[src/hdl/shjh_pkg.sv]
// ============================================================================
// shjh_pkg
// shared widths, reset values and the half-step coil table for the stepper
// half-step sequencer
// ============================================================================
`default_nettype none

package shjh_pkg;

    localparam int POSITION_WIDTH = 32;
    localparam int PERIOD_WIDTH   = 16;
    localparam int COIL_WIDTH     = 4;
    localparam int PHASE_WIDTH    = 3;

    localparam logic [PERIOD_WIDTH-1:0] PERIOD_RESET = PERIOD_WIDTH'(10);

    typedef logic [POSITION_WIDTH-1:0] position_t;
    typedef logic [PERIOD_WIDTH-1:0]   period_t;
    typedef logic [COIL_WIDTH-1:0]     coils_t;
    typedef logic [PHASE_WIDTH-1:0]    phase_t;

    localparam position_t POS_MAX = {1'b0, {(POSITION_WIDTH-1){1'b1}}};
    localparam position_t POS_MIN = {1'b1, {(POSITION_WIDTH-1){1'b0}}};

    // bit0 A+, bit1 A-, bit2 B+, bit3 B-
    function automatic coils_t coil_pattern(input phase_t ph);
        coils_t pat;
        unique case (ph)
            3'd0:    pat = 4'h1;
            3'd1:    pat = 4'h5;
            3'd2:    pat = 4'h4;
            3'd3:    pat = 4'h6;
            3'd4:    pat = 4'h2;
            3'd5:    pat = 4'hA;
            3'd6:    pat = 4'h8;
            3'd7:    pat = 4'h9;
            default: pat = 4'h0;
        endcase
        return pat;
    endfunction

endpackage

`default_nettype wire

[src/hdl/shjh_tick_if.sv]
// ============================================================================
// shjh_tick_if
// timing tick channel carrying the three button states
// ============================================================================
`default_nettype none

interface shjh_tick_if;
    logic valid;
    logic ready;
    logic cw_pressed;
    logic ccw_pressed;
    logic home_pressed;

    modport source (output valid, output cw_pressed, output ccw_pressed,
                    output home_pressed, input ready);
    modport sink   (input valid, input cw_pressed, input ccw_pressed,
                    input home_pressed, output ready);
endinterface

`default_nettype wire

[src/hdl/shjh_result_if.sv]
// ============================================================================
// shjh_result_if
// result channel: coil drive, position and status flags
// ============================================================================
`default_nettype none

interface shjh_result_if;
    logic                  valid;
    logic                  ready;
    shjh_pkg::coils_t      coils;
    shjh_pkg::position_t   position;
    logic                  homing;
    logic                  stepping;

    modport source (output valid, output coils, output position, output homing,
                    output stepping, input ready);
    modport sink   (input valid, input coils, input position, input homing,
                    input stepping, output ready);
endinterface

`default_nettype wire

[src/hdl/shjh_cfg_if.sv]
// ============================================================================
// shjh_cfg_if
// configuration write channel for the step period register
// ============================================================================
`default_nettype none

interface shjh_cfg_if;
    logic              valid;
    logic              ready;
    shjh_pkg::period_t data;

    modport source (output valid, output data, input ready);
    modport sink   (input valid, input data, output ready);
endinterface

`default_nettype wire

[src/hdl/stepper_half_step_jog_home.sv]
// ============================================================================
// stepper_half_step_jog_home
// bipolar stepper half-step sequencer with jog buttons and return to origin
//
// tick   : one transaction per timing tick with the cw, ccw and home buttons
// result : one transaction per tick with coils, position, homing, stepping
// cfg    : writes the step period (ticks a step holds its coil pattern);
//          always ready, a period of 0 acts as 1
// latency: the result of a tick is offered in the cycle after its
//          transaction, from a single result register
// rate   : one tick per cycle unless stalled; the whole step decision (coil
//          table lookup, position compare and increment, hold countdown) sits
//          between the state registers and the result register
// stall  : while the result register holds an untaken result, tick is held
//          off only if result.ready is low; a taken result frees it in the
//          same cycle
// reset  : phase half-step 0, position 0, not homing, step period 10,
//          no result pending
// ============================================================================
`default_nettype none

module stepper_half_step_jog_home (
    input  wire logic        clk,
    input  wire logic        rst_n,
    shjh_tick_if.sink        tick,
    shjh_result_if.source    result,
    shjh_cfg_if.sink         cfg
);

    shjh_pkg::period_t   period_reg;
    shjh_pkg::phase_t    phase_reg;
    shjh_pkg::phase_t    phase_next;
    shjh_pkg::position_t pos_reg;
    shjh_pkg::position_t pos_next;
    logic                home_reg;
    logic                home_next;
    shjh_pkg::period_t   hold_reg;
    shjh_pkg::period_t   hold_next;

    logic                out_valid_reg;
    shjh_pkg::coils_t    coils_reg;
    shjh_pkg::coils_t    coils_next;
    logic                stepping_reg;
    logic                stepping_next;

    logic                accept;
    logic                idle;
    logic                pos_zero;
    logic                start;
    logic                start_cw;
    shjh_pkg::period_t   load_period;

    assign cfg.ready   = 1'b1;
    assign tick.ready  = !out_valid_reg || result.ready;
    assign accept      = tick.valid && tick.ready;

    assign idle        = (hold_reg == '0);
    assign pos_zero    = (pos_reg == '0);
    assign load_period = (period_reg == '0) ? shjh_pkg::period_t'(1) : period_reg;

    // step decision
    always_comb
    begin
        start     = 1'b0;
        start_cw  = 1'b0;
        home_next = home_reg;
        if (idle)
        begin
            priority if (home_reg && !pos_zero)
            begin
                start    = 1'b1;
                start_cw = pos_reg[shjh_pkg::POSITION_WIDTH-1];
            end
            else if (tick.cw_pressed)
            begin
                home_next = 1'b0;
                start     = (pos_reg != shjh_pkg::POS_MAX);
                start_cw  = 1'b1;
            end
            else if (tick.ccw_pressed)
            begin
                home_next = 1'b0;
                start     = (pos_reg != shjh_pkg::POS_MIN);
                start_cw  = 1'b0;
            end
            else if (tick.home_pressed && !pos_zero)
            begin
                home_next = 1'b1;
                start     = 1'b1;
                start_cw  = pos_reg[shjh_pkg::POSITION_WIDTH-1];
            end
            else
            begin
                home_next = 1'b0;
            end
        end
    end

    always_comb
    begin
        phase_next = phase_reg;
        pos_next   = pos_reg;
        hold_next  = hold_reg;
        if (start)
        begin
            if (start_cw)
            begin
                phase_next = phase_reg + shjh_pkg::phase_t'(1);
                pos_next   = pos_reg + shjh_pkg::position_t'(1);
            end
            else
            begin
                phase_next = phase_reg - shjh_pkg::phase_t'(1);
                pos_next   = pos_reg - shjh_pkg::position_t'(1);
            end
            hold_next = load_period - shjh_pkg::period_t'(1);
        end
        else if (!idle)
        begin
            hold_next = hold_reg - shjh_pkg::period_t'(1);
        end
        stepping_next = start || !idle;
        coils_next    = stepping_next ? shjh_pkg::coil_pattern(phase_next) : '0;
    end

    // control state
    always_ff @(posedge clk or negedge rst_n)
    begin
        if (!rst_n)
        begin
            period_reg    <= shjh_pkg::PERIOD_RESET;
            phase_reg     <= '0;
            pos_reg       <= '0;
            home_reg      <= 1'b0;
            hold_reg      <= '0;
            out_valid_reg <= 1'b0;
        end
        else
        begin
            if (cfg.valid)
            begin
                period_reg <= cfg.data;
            end
            if (accept)
            begin
                phase_reg <= phase_next;
                pos_reg   <= pos_next;
                home_reg  <= home_next;
                hold_reg  <= hold_next;
            end
            if (accept)
            begin
                out_valid_reg <= 1'b1;
            end
            else if (result.ready)
            begin
                out_valid_reg <= 1'b0;
            end
        end
    end

    // result payload
    always_ff @(posedge clk)
    begin
        if (accept)
        begin
            coils_reg    <= coils_next;
            stepping_reg <= stepping_next;
        end
    end

    assign result.valid    = out_valid_reg;
    assign result.coils    = coils_reg;
    assign result.position = pos_reg;
    assign result.homing   = home_reg;
    assign result.stepping = stepping_reg;

endmodule

`default_nettype wire
[src/flat_wrapper.sv]
// flat-port wrapper written by rule: the top's interface ports become plain ports
module stepper_half_step_jog_home_flat 
  (clk, rst_n, tick_valid, tick_cw_pressed, tick_ccw_pressed, tick_home_pressed, tick_ready, result_valid, result_coils, result_position, result_homing, result_stepping, result_ready, cfg_valid, cfg_data, cfg_ready);
  shjh_tick_if tick_i ();
  shjh_result_if result_i ();
  shjh_cfg_if cfg_i ();
  input  wire logic clk;
  input  wire logic rst_n;
  input wire logic [$bits(tick_i.valid)-1:0] tick_valid;
  input wire logic [$bits(tick_i.cw_pressed)-1:0] tick_cw_pressed;
  input wire logic [$bits(tick_i.ccw_pressed)-1:0] tick_ccw_pressed;
  input wire logic [$bits(tick_i.home_pressed)-1:0] tick_home_pressed;
  output wire logic [$bits(tick_i.ready)-1:0] tick_ready;
  output wire logic [$bits(result_i.valid)-1:0] result_valid;
  output wire logic [$bits(result_i.coils)-1:0] result_coils;
  output wire logic [$bits(result_i.position)-1:0] result_position;
  output wire logic [$bits(result_i.homing)-1:0] result_homing;
  output wire logic [$bits(result_i.stepping)-1:0] result_stepping;
  input wire logic [$bits(result_i.ready)-1:0] result_ready;
  input wire logic [$bits(cfg_i.valid)-1:0] cfg_valid;
  input wire logic [$bits(cfg_i.data)-1:0] cfg_data;
  output wire logic [$bits(cfg_i.ready)-1:0] cfg_ready;
  assign tick_i.valid = tick_valid;
  assign tick_i.cw_pressed = tick_cw_pressed;
  assign tick_i.ccw_pressed = tick_ccw_pressed;
  assign tick_i.home_pressed = tick_home_pressed;
  assign tick_ready = tick_i.ready;
  assign result_valid = result_i.valid;
  assign result_coils = result_i.coils;
  assign result_position = result_i.position;
  assign result_homing = result_i.homing;
  assign result_stepping = result_i.stepping;
  assign result_i.ready = result_ready;
  assign cfg_i.valid = cfg_valid;
  assign cfg_i.data = cfg_data;
  assign cfg_ready = cfg_i.ready;
  stepper_half_step_jog_home u_core (.clk(clk), .rst_n(rst_n), .tick(tick_i), .result(result_i), .cfg(cfg_i));
endmodule
[config.mk]
export PLATFORM = sky130hd
export DESIGN_NAME = stepper_half_step_jog_home_flat
export DESIGN_NICKNAME = d
export VERILOG_FILES = /design/src/hdl/shjh_pkg.sv /design/src/hdl/shjh_tick_if.sv /design/src/hdl/shjh_result_if.sv /design/src/hdl/shjh_cfg_if.sv /design/src/hdl/stepper_half_step_jog_home.sv /design/src/flat_wrapper.sv
export SDC_FILE = /design/constraint.sdc
export NUM_CORES = 1
export LEC_CHECK = 0
export CORE_MARGIN = 1.5
export CORE_UTILIZATION = 50
export DETAILED_ROUTE_END_ITERATION = 10
export DONT_BUFFER_PORTS = 1
export PLACE_DENSITY_LB_ADDON = 0.3
export SYNTH_ARGS = -nofsm -noshare
export SYNTH_HDL_FRONTEND = slang
export SYNTH_SLANG_ARGS = --single-unit
[constraint.sdc]
create_clock -name clk -period 10.4 [get_ports clk]
set_input_delay 0.52 -clock clk [delete_from_list [all_inputs] [get_ports clk]]
set_output_delay 0.52 -clock clk [all_outputs]
set_load 0.005 [all_outputs]
==> results.md <==
* Reg-to-reg startpoint: u_core.hold_reg[1]$_DFFE_PN0P_
* Post-route non-filler standard cell count at slightly above 700
* TritonCTS clock tree: built
* IO buf count at 0
* Drt first-iter violations at about 220
* Layout area overhead at 5.667%
* Worst hold path type: input port to asynchronous set/reset pin
* I/O pin count at 65
* Total track usage at 0.2403
* Mapped Area at 0.005299 mm2
* VDD IR max at around 95 uV
* Yosys Warn Count at 0
* Dpl hpwl at between 9 and 10 mm
* Number of max-cap violations at 0
* # setup viols final at 0
* Main synth FF type: dfrtp_1
* Clock buffer depth at 2
* CP arrival at between 5 and 6 ns
* Unique masters post-synth at 79
* Mapped Cells at 589
* Pins Over Slew Limit at 0
* Flip-flop count of the largest register after layout at 32
* Worst-path fanout max at 30
* Fin. Hold Viols at 0
* CP most frequent cell: nor3_2
* Pin count of the biggest net entering global routing at 70
* Worst slew pin tran at 0.6036 ns
* Critical-path cell list: nor3_2 -> nand3_2 -> or4_4 -> nor3_2 -> inv_1 -> buf_4 -> ha_1 -> a211oi_1 -> o21ai_1 -> o2111ai_1 -> a31oi_1 -> a21oi_1 -> o221ai_1 -> and4_1 -> nor3_2 -> xnor2_1
* Die Footprint at 0.01122 mm2
* Async SR Flop Fraction at 0.9324
* Synth top area share at 0.3164
* TritonRoute pass-1 iters at 4
* Outcome: completed
* Post-synth EDFFs at 5
* First-pass GRT wire length at between 20 and 25 mm
* DR vias/cell at slightly above 6
* Fraction of layout cells with a size suffix above 1 at 0.1117
* Crit end category: flop
* Total wire length at 12.67 mm
* Num rows at 37
* CP max-delay cell: nor3_2
* Critical path class: flop to flop
* Seq cells post-synth at 74
* Nets@finish at ~630
* Max incr delay on CP at roughly 0.51 ns
* Clock root buffer: clkbuf_8
* Dpl cells at about 700
* P_leak at roughly 2.3 nW
* Hold WS at about 0.029 ns
* Total global routing overflow at 0
* H-tree depth at 3
* Initial antenna violation count at 0
* Post-synthesis sequential area ratio at 0.3547
* RSZ-0062 raised after global routing: false
* Clock transition at path regs at about 0.080 ns
* Sink Count at 74
* Fin crit period at a little over 5 ns
* PwrDens at approximately 140 mW/mm2
* DR DRC count at 0
* Average cell area after synthesis at between 8 and 9 um2
* Core Area at roughly 0.010 mm2
* Worst skew pair latency at about 0.37 ns
* Achievable Freq at roughly 200 MHz
* Chip height at 105.9 um
* Critical Path Start Type: flop
* Synth area leaders: dfrtp_1 32%, ha_1 7.3%, nand2_1 4.7%, a21oi_1 4.4%, o21ai_0 4.2%
* Vias in the first global route at about 4300
* Synth Net Count at ~650
* GPL Wtd Cong at around 0.92
* WL/cell at roughly 18 um
* Crit path launch: u_core.hold_reg[1]$_DFFE_PN0P_
* Largest area contributor in the netlist: dfrtp_1
* Final Cycle Share at 0.4888
* Flop2flop setup slack at ~5.3 ns
* Setup TNS at 0 ns
* Synth cell count leaders: 67 x dfrtp_1, 67 x nand2_1, 47 x a21oi_1, 44 x o21ai_0, 37 x nor2_1
* Num CTS Buffers at 9
* Via count at 4447
* Slew headroom at 0.5967
* Worst endpoint required time at approximately 11 ns
* Initial core utilization at 0.5133
* Final setup skew at about 0.0082 ns
* Final ANT Viol Nets at 0
* ANT cells at 0
* Die Wd at ~110 um
## power breakdown
part	leakage (nW)	switching [mW]	internal (mW)
registers	0.901	0.0398	0.323
clock network	0.105	0.118	0.126
logic	1.29	0.100	0.0792
## worst max-delay path: cells and delay by family (launching register included)
kind            cells  cell delay, ns
fa+ha+maj           1            0.35
flops               1            0.41
simple gates        6            2.07
buf+inv             2            0.35
compound gates      6            1.66
xor+xnor            1            0.13
## what timing repair did
| action | CTS | global route |
|---|---|---|
| resized for setup | 0 | 0 |
| hold buffers | 1 | 0 |
| endpoints found under the setup margin | 0 | 0 |
| endpoints found under the hold margin | 69 | 0 |
| buffers inserted | 0 | 0 |
## final cells by class
cell class	count	area, um2
timing repair buffer	3	42.54
fill	924	4725
inverter	17	63.81
multi-input combinational	472	3231
tap	136	170.2
clock inverter	5	60.06
sequential	74	1879
clock buffer	11	152.6
## cell families (layout without fill, tap and decap cells)
group	Yosys count	count (layout)	share of synthesized area
buffers and inverters	43	36	0.03566
other	1	1	0.0007077
XOR/XNOR	31	31	0.05124
AND/OR/NAND/NOR	205	205	0.2021
adder cells (fa/ha/maj)	33	33	0.08076
flip-flops	74	74	0.3547
multiplexers	22	22	0.04652
AO/OA/AOI/OAI	180	180	0.2283
## layout by cell type (no fill, tap or decap), drive strengths merged, types with 3 or more instances in the layout
cell type	count
mux2i	4
nor3	18
dfrtp	67
or3	8
clkbuf	11
xnor2	13
xor2	18
o211ai	7
a2111oi	3
a21o	11
and2	5
a31oi	6
a22oi	3
inv	18
nand2	68
o31ai	10
nand4	12
nor4	15
o21ai	46
a21oi	48
mux2	18
o21bai	4
a21boi	5
nand3	13
a211oi	9
a22o	3
nand2b	8
edfxtp	5
and3	11
buf	3
nor2	38
o21a	5
ha	31
## layer usage
layer	GRT usage	wire, um	vias to the layer above	share of wire
li1	-	-	2167	-
met1	0.2969	5486	2149	0.43
met4	0.07722	158	0	0.012
met5	0	0	-	0
met3	0.06560	761	12	0.060
met2	0.4077	6267	119	0.49
## per-stage QoR
step	area [um2]	worst slack, ns	utilization	power, mW
6_report	5599	5.316	0.5424	0.7855
5_1_grt	5599	4.893	0.5424	0.8330
4_1_cts	5599	5.325	0.5424	0.7918
3_5_place_dp	5359	5.376	0.5191	0.5379
3_3_place_gp	5359	5.643	0.5191	0.5314
2_1_floorplan	5299	5.887	-	0.5015
## final timing paths
kind                                                          endpoint  depth (start not counted)
worst max-delay path            u_core.result.position[31]$_DFFE_PN0P_                         16
worst min-delay path                  u_core.period_reg[9]$_DFFE_PN0P_                          1
worst max register to register  u_core.result.position[31]$_DFFE_PN0P_                         16
worst min register to register          u_core.hold_reg[4]$_DFFE_PN0P_                          1
max in group asynchronous             u_core.period_reg[3]$_DFFE_PN1P_                          1
min in group clk                       u_core.result.valid$_DFFE_PN0P_                          1
No activity file was read; power rests on OpenSTA's default activity.
